$ cat config.mk
export PLATFORM = sky130hd
export DESIGN_NAME = hsd_ctrl
export DESIGN_NICKNAME = d
export VERILOG_FILES = /design/src/hw/rtl/hsd_pkg.sv /design/src/hw/rtl/hsd_ctrl.sv
export VERILOG_INCLUDE_DIRS = /design/src /design/src/hw/rtl
export SDC_FILE = /design/constraint.sdc
export NUM_CORES = 1
export LEC_CHECK = 0
export ABC_CLOCK_PERIOD_IN_PS = 2200
export BUFFER_PORTS_ARGS = -buffer_cell sky130_fd_sc_hd__buf_4
export CAP_MARGIN = 20
export CORE_AREA = 2 2 39 41
export CTS_CLUSTER_DIAMETER = 30
export DETAILED_ROUTE_END_ITERATION = 8
export DIE_AREA = 0 0 41 43
export PLACE_DENSITY = 0.52
export REMOVE_ABC_BUFFERS = 1
export SETUP_SLACK_MARGIN = 0.5
export SYNTH_ARGS = -nofsm -noshare
export SYNTH_HDL_FRONTEND = slang
export SYNTH_SLANG_ARGS = --single-unit
$ cat constraint.sdc
create_clock -name clk -period 2.2 [get_ports clk]
set_input_delay 0.22 -clock clk [delete_from_list [all_inputs] [get_ports clk]]
set_output_delay 0.22 -clock clk [all_outputs]
set_load 0.01 [all_outputs]
$ cat src/hw/rtl/huffman_stream_decoder_assert.svh
// Assertion macros for the Huffman stream decoder.
// Used by controller and top level; no other dependencies.
`ifndef HUFFMAN_STREAM_DECODER_ASSERT_SVH
`define HUFFMAN_STREAM_DECODER_ASSERT_SVH
`define HSD_ASSERT_IMPL(lbl, a, c) \
  lbl: assert property (@(posedge clk) disable iff (!rst_n) (a) |-> (c)) \
    else $error("assertion failed");
`define HSD_ASSERT_NEXT(lbl, a, c) \
  lbl: assert property (@(posedge clk) disable iff (!rst_n) (a) |=> (c)) \
    else $error("assertion failed");
`endif

$ cat src/hw/rtl/hsd_pkg.sv
// Package for the Huffman stream decoder: constants, types, command structs.
// No dependencies.
package hsd_pkg;
  localparam int MaxNodes   = 512;
  localparam int StackDepth = 256;
  localparam int NodeW  = $clog2(MaxNodes);
  localparam int NfW    = $clog2(MaxNodes + 1);
  localparam int SlotW  = NodeW + 1;
  localparam int StkAW  = $clog2(StackDepth);
  localparam int SpW    = $clog2(StackDepth + 1);
  localparam int LsW    = 9;  // leaf flag + symbol
  localparam logic [7:0] EscByte  = 8'h5C;
  localparam logic [7:0] NodeByte = 8'h2A;

  typedef enum logic [1:0] {PH_HEAD0, PH_HEAD1, PH_TREE, PH_DATA} phase_t;
  typedef enum logic [2:0] {
    ST_IDLE, ST_HEAD, ST_TREE_NODE, ST_TREE_LINK, ST_TREE_PUSH,
    ST_DATA_RD, ST_DATA_EV, ST_DATA_END
  } state_t;

  typedef struct packed {
    logic load_byte;      // capture input byte
    logic head;           // header byte 0 or 1
    logic tree_node;      // decode tree byte, write node, pop slot
    logic tree_link;      // patch parent, push right slot
    logic tree_push;      // push left slot
    logic walk_read;      // issue node read for current bit
    logic walk_eval;      // evaluate read result
    logic data_end;       // flush held symbol as last of byte
    logic file_clear;
  } cmd_t;

  typedef struct packed {
    phase_t phase;
    logic last;
    logic take;           // tree byte creates a node
    logic have_nodes;
    logic hit;            // node read is a leaf
    logic pend_v;         // symbol held for run_last lookahead
    logic bits_last;      // current bit is the last valid one
    logic out_free;
  } sts_t;
endpackage

$ cat src/hw/rtl/hsd_ctrl.sv
// Controller state machine for the Huffman stream decoder.
// Depends on hsd_pkg and the assertion macro header.
`include "huffman_stream_decoder_assert.svh"
module hsd_ctrl (
  input  logic clk,
  input  logic rst_n,
  input  logic in_valid,
  output logic in_ready,
  input  hsd_pkg::sts_t sts,
  output hsd_pkg::cmd_t cmd
);
  hsd_pkg::state_t state_r, state_nxt;

  always_ff @(posedge clk) begin
    if (!rst_n) begin
      state_r <= hsd_pkg::ST_IDLE;
    end else begin
      state_r <= state_nxt;
    end
  end

  always_comb begin
    state_nxt = state_r; cmd = '0;
    in_ready = 1'b0;
    case (state_r)
      hsd_pkg::ST_IDLE: begin
        in_ready = 1'b1;
        if (in_valid) begin
          cmd.load_byte = 1'b1;
          if (sts.phase inside {hsd_pkg::PH_HEAD0, hsd_pkg::PH_HEAD1}) begin
            state_nxt = hsd_pkg::ST_HEAD;
          end else if (sts.phase == hsd_pkg::PH_TREE) begin
            state_nxt = hsd_pkg::ST_TREE_NODE;
          end else begin
            state_nxt = hsd_pkg::ST_DATA_RD;
          end
        end
      end
      hsd_pkg::ST_HEAD: begin
        cmd.head = 1'b1;
        cmd.file_clear = sts.last;
        state_nxt = hsd_pkg::ST_IDLE;
      end
      hsd_pkg::ST_TREE_NODE: begin
        cmd.tree_node = 1'b1;
        if (sts.take) begin
          state_nxt = hsd_pkg::ST_TREE_LINK;
        end else begin
          cmd.file_clear = sts.last;
          state_nxt = hsd_pkg::ST_IDLE;
        end
      end
      hsd_pkg::ST_TREE_LINK: begin
        cmd.tree_link = 1'b1;
        state_nxt = hsd_pkg::ST_TREE_PUSH;
      end
      hsd_pkg::ST_TREE_PUSH: begin
        cmd.tree_push = 1'b1;
        cmd.file_clear = sts.last;
        state_nxt = hsd_pkg::ST_IDLE;
      end
      hsd_pkg::ST_DATA_RD: begin
        if (!sts.have_nodes) begin
          state_nxt = hsd_pkg::ST_DATA_END;
        end else begin
          cmd.walk_read = 1'b1;
          state_nxt = hsd_pkg::ST_DATA_EV;
        end
      end
      hsd_pkg::ST_DATA_EV: begin
        if (!(sts.hit && sts.pend_v && !sts.out_free)) begin
          cmd.walk_eval = 1'b1;
          state_nxt = sts.bits_last ? hsd_pkg::ST_DATA_END : hsd_pkg::ST_DATA_RD;
        end
      end
      hsd_pkg::ST_DATA_END: begin
        if (!(sts.pend_v && !sts.out_free)) begin
          cmd.data_end = 1'b1;
          cmd.file_clear = sts.last;
          state_nxt = hsd_pkg::ST_IDLE;
        end
      end
      default: state_nxt = hsd_pkg::ST_IDLE;
    endcase
  end

  `HSD_ASSERT_IMPL(a_ready_idle, in_ready, state_r == hsd_pkg::ST_IDLE)
  `HSD_ASSERT_NEXT(a_load_leaves, cmd.load_byte, state_r != hsd_pkg::ST_IDLE)
  `HSD_ASSERT_IMPL(a_eval_free, cmd.walk_eval && sts.hit && sts.pend_v, sts.out_free)
endmodule

==> impl_metrics.py <==
metrics = {
    "grt": {
        "antenna_found_initial": 0,
        "grt_pass1_vias": 385,
        "grt_pass1_wl_um": 1520,
        "grt_max_degree": 17,
        "track_usage_pct": 12.2,
        "grt.overflow.total": 0,
    },
    "worst_setup_path": {
        "crit_fanout": 13,
        "cpPeakStageDelay_ns": 0.55,
        "crit_family": "flip-flops",
        "r2r.worst_path.cells": 3,
        "critPathBufInv": 2,
        "path_class": "flip-flop to output pin",
        "cp-end-kind": "output pin",
        "r2r_start": "state_r[0]",
        "crit_chain": "inv_1, nor3_1, buf_4",
        "startpoint_type": "flip-flop",
        "reg2reg_to": "state_r[0]",
        "crit_arrival_ns": 1.35,
        "r2r_slack_ns": 0.77,
        "worstPathRequired_ns": 1.98,
        "slowest_stage": "dfxtp_1",
    },
    "timing": {
        "fin_tns_setup_ns": 0,
        "layout_setup_ws_ns": 0.633,
        "slew_headroom_pct": 73.7,
        "fin_crit_sh_pct": 71.2,
        "rsz0062_at_grt": "false",
        "setup_viol": 0,
        "drv_slew": 0,
        "fin_crit_ns": 1.57,
        "fmax_mhz": 638,
        "fin_skew_ns": 0.00215,
        "hold_viol_final": 0,
        "worst_pin_slew_ns": 0.393,
    },
    "floorplan": {
        "ios": 22,
        "die_w_um": 41,
        "core_um2": 1380,
        "row_count": 14,
        "die_area_um2": 1760,
        "die_h_um": 43,
        "initial_core_util_pct": 24.6,
    },
    "worst_hold_path": {
        "min_path_cells": 3,
        "min_to": "state_r[2]",
        "min-delay-path-class": "input port to flip-flop",
        "min-delay-start": "rst_n",
    },
    "clock_tree": {
        "cts-buffers-inserted": 3,
        "post_cts_buffers": 0,
        "htree_levels": 1,
        "cts_buffer_depth": 2,
        "clock-root-buffer": "clkbuf_4",
        "clk_pin_slew_ns": 0.04,
        "insertion_delay_ns": 0.23,
        "cts_tree": "built",
        "clock-sinks": 3,
    },
    "logic_synthesis": {
        "syn_inst": 47,
        "netlist_area_um2": 340,
        "ys_ff_latch": 3,
        "synth.avg_cell_area_um2": 7.24,
        "yosysWarnings": 0,
        "synth_seq_area_share_pct": 17.6,
        "synth_cell_types": 30,
    },
    "route": {
        "route.detailed.drc": 0,
        "routedWlPerCell_um": 10.9,
        "drt-total-wl_um": 926,
        "ant_nets": 0,
        "num_vias": 428,
        "dr.pass1.iters": 4,
        "drtIter0Drc": 9,
        "viasPerCell": 5.04,
    },
    "pwr": {
        "switching_share_pct": 33.6,
        "p_sw_uw": 96.7,
        "power_density_nw_per_um2": 542,
        "cellLeakagePower_uw": 0.000231,
        "clkPwrFrac_pct": 34.1,
        "p_int_uw": 191,
        "p_seq_share_pct": 27.8,
        "vdd_drop_max_mv": 0.162,
        "comb_power_share_pct": 38.1,
    },
    "run": {
        "drv_cap": 0,
    },
    "cells_and_area": {
        "area_growth_pct": 55.9,
        "diodes": 0,
        "fin_nets": 82,
        "reg_top3": "state_r: 3 flops",
        "largest_reg_flops": 3,
        "largest-register": "state_r",
        "drive_gt1_share_pct": 42.0,
    },
    "status": {
        "status": "finished clean",
    },
    "place": {
        "gp_congestion": 0.738,
        "pre_cts_ws_ns": 0.767,
        "dp_hpwl_um": 700,
        "numPortBuffers": 21,
    },
}
## worst register-to-register path, cell delays in order (launching register included)
cell and delay [ns]:
dfxtp_1 0.55, inv_1 0.18, or4_1 0.54, o31ai_1 0.07
## stage by stage
step / hold WS, ns / instance area (um2) / cells / power [uW] / utilization (%)
floorplan: 0.355 / 324 / 44 / 137 / -
global placement: 0.520 / 502 / 81 / 190 / 36.3
detailed placement: 0.508 / 502 / 81 / 190 / 36.3
CTS: 0.264 / 528 / 85 / 292 / 38.2
global route: 0.275 / 531 / 85 / 313 / 38.3
finish: 0.264 / 531 / 85 / 288 / 38.3
## layout make-up
cell class	count	area (um2)
Inverter	4	15.0
Fill cell	147	853
Multi-Input combinational cell	37	249
Clock buffer	4	26.3
Sequential cell	3	62.6
Tap cell	16	20.0
Timing Repair Buffer	21	158
## cells by family after synthesis
family	after synthesis	synth area share, %
AND/OR/NAND/NOR	20	37.5
AO/OA/AOI/OAI	15	29.8
buffers and inverters	7	9.19
flip-flops	3	17.6
XOR/XNOR	1	2.57
multiplexers	1	3.31
## layout by cell type (no fill, tap or decap), drive strengths merged, types with 2 or more instances in the layout
cell type	instances
dfxtp	3
clkbuf	4
and2	3
nor2	2
nor3	3
buf	21
o21ai	2
nand2	2
a31oi	3
a21oi	3
nand2b	2
inv	4
## cell usage after synthesis
master,instances,area share [%]
o211ai_1,1,2.2
o21ai_0,2,2.9
or3_4,1,3.3
and3b_1,1,2.6
buf_2,1,1.5
o32ai_1,1,2.6
nand2_1,2,2.2
o21bai_1,1,2.2
a21oi_1,3,4.4
nor3b_1,1,2.2
o31ai_1,1,2.2
mux2_2,1,3.3
nand4_1,1,1.8
a211oi_1,1,2.2
inv_1,4,4.4
nor2b_1,1,1.8
and2_1,3,5.5
nor2_1,2,2.2
nor4bb_1,1,2.9
dfxtp_1,3,18
or3b_2,1,2.6
o32a_1,1,2.9
xor2_1,1,2.6
nor3_1,3,4.4
a221oi_1,1,2.6
nand2b_1,2,3.7
a31oi_1,3,5.5
or4_1,1,2.2
clkbuf_1,1,1.1
buf_4,1,2.2
## per-layer routing
metal,GRT usage [%],up-vias,wire length [um]
met4,8.00,0,0
met1,18.5,194,460
met5,0,-,0
met3,1.57,0,50
met2,15.3,12,415
li1,-,222,-
## power groups by stage
| stage | Sequential (uW) | Clock [uW] | Combinational, uW |
|---|---|---|---|
| after floorplan | 75.5 | 0 | 61.3 |
| after global placement | 80.3 | 0 | 110 |
| after detailed placement | 80.0 | 0 | 110 |
| after CTS | 79.1 | 103 | 110 |
| after global routing | 82.5 | 108 | 122 |
| final | 80.0 | 98.1 | 110 |
## repair_timing
| item | in CTS | in global routing |
|---|---|---|
| resized for setup | 0 | 2 |
| endpoints found under the setup margin | 0 | 3 |
| hold buffers | 0 | 0 |
## worst max-delay path by stage
stage               start         end  slack [ns]  cells past startpoint
2_1_floorplan  state_r[2]      cmd[8]        0.88                      3
3_3_place_gp   state_r[1]  state_r[0]        0.75                      3
3_5_place_dp   state_r[1]  state_r[0]        0.77                      3
4_1_cts        state_r[2]      cmd[8]        0.54                      4
5_1_grt        state_r[0]      cmd[1]        0.53                      3
6_report       state_r[0]      cmd[1]        0.63                      3
No activity file was read; power rests on OpenSTA's default activity.
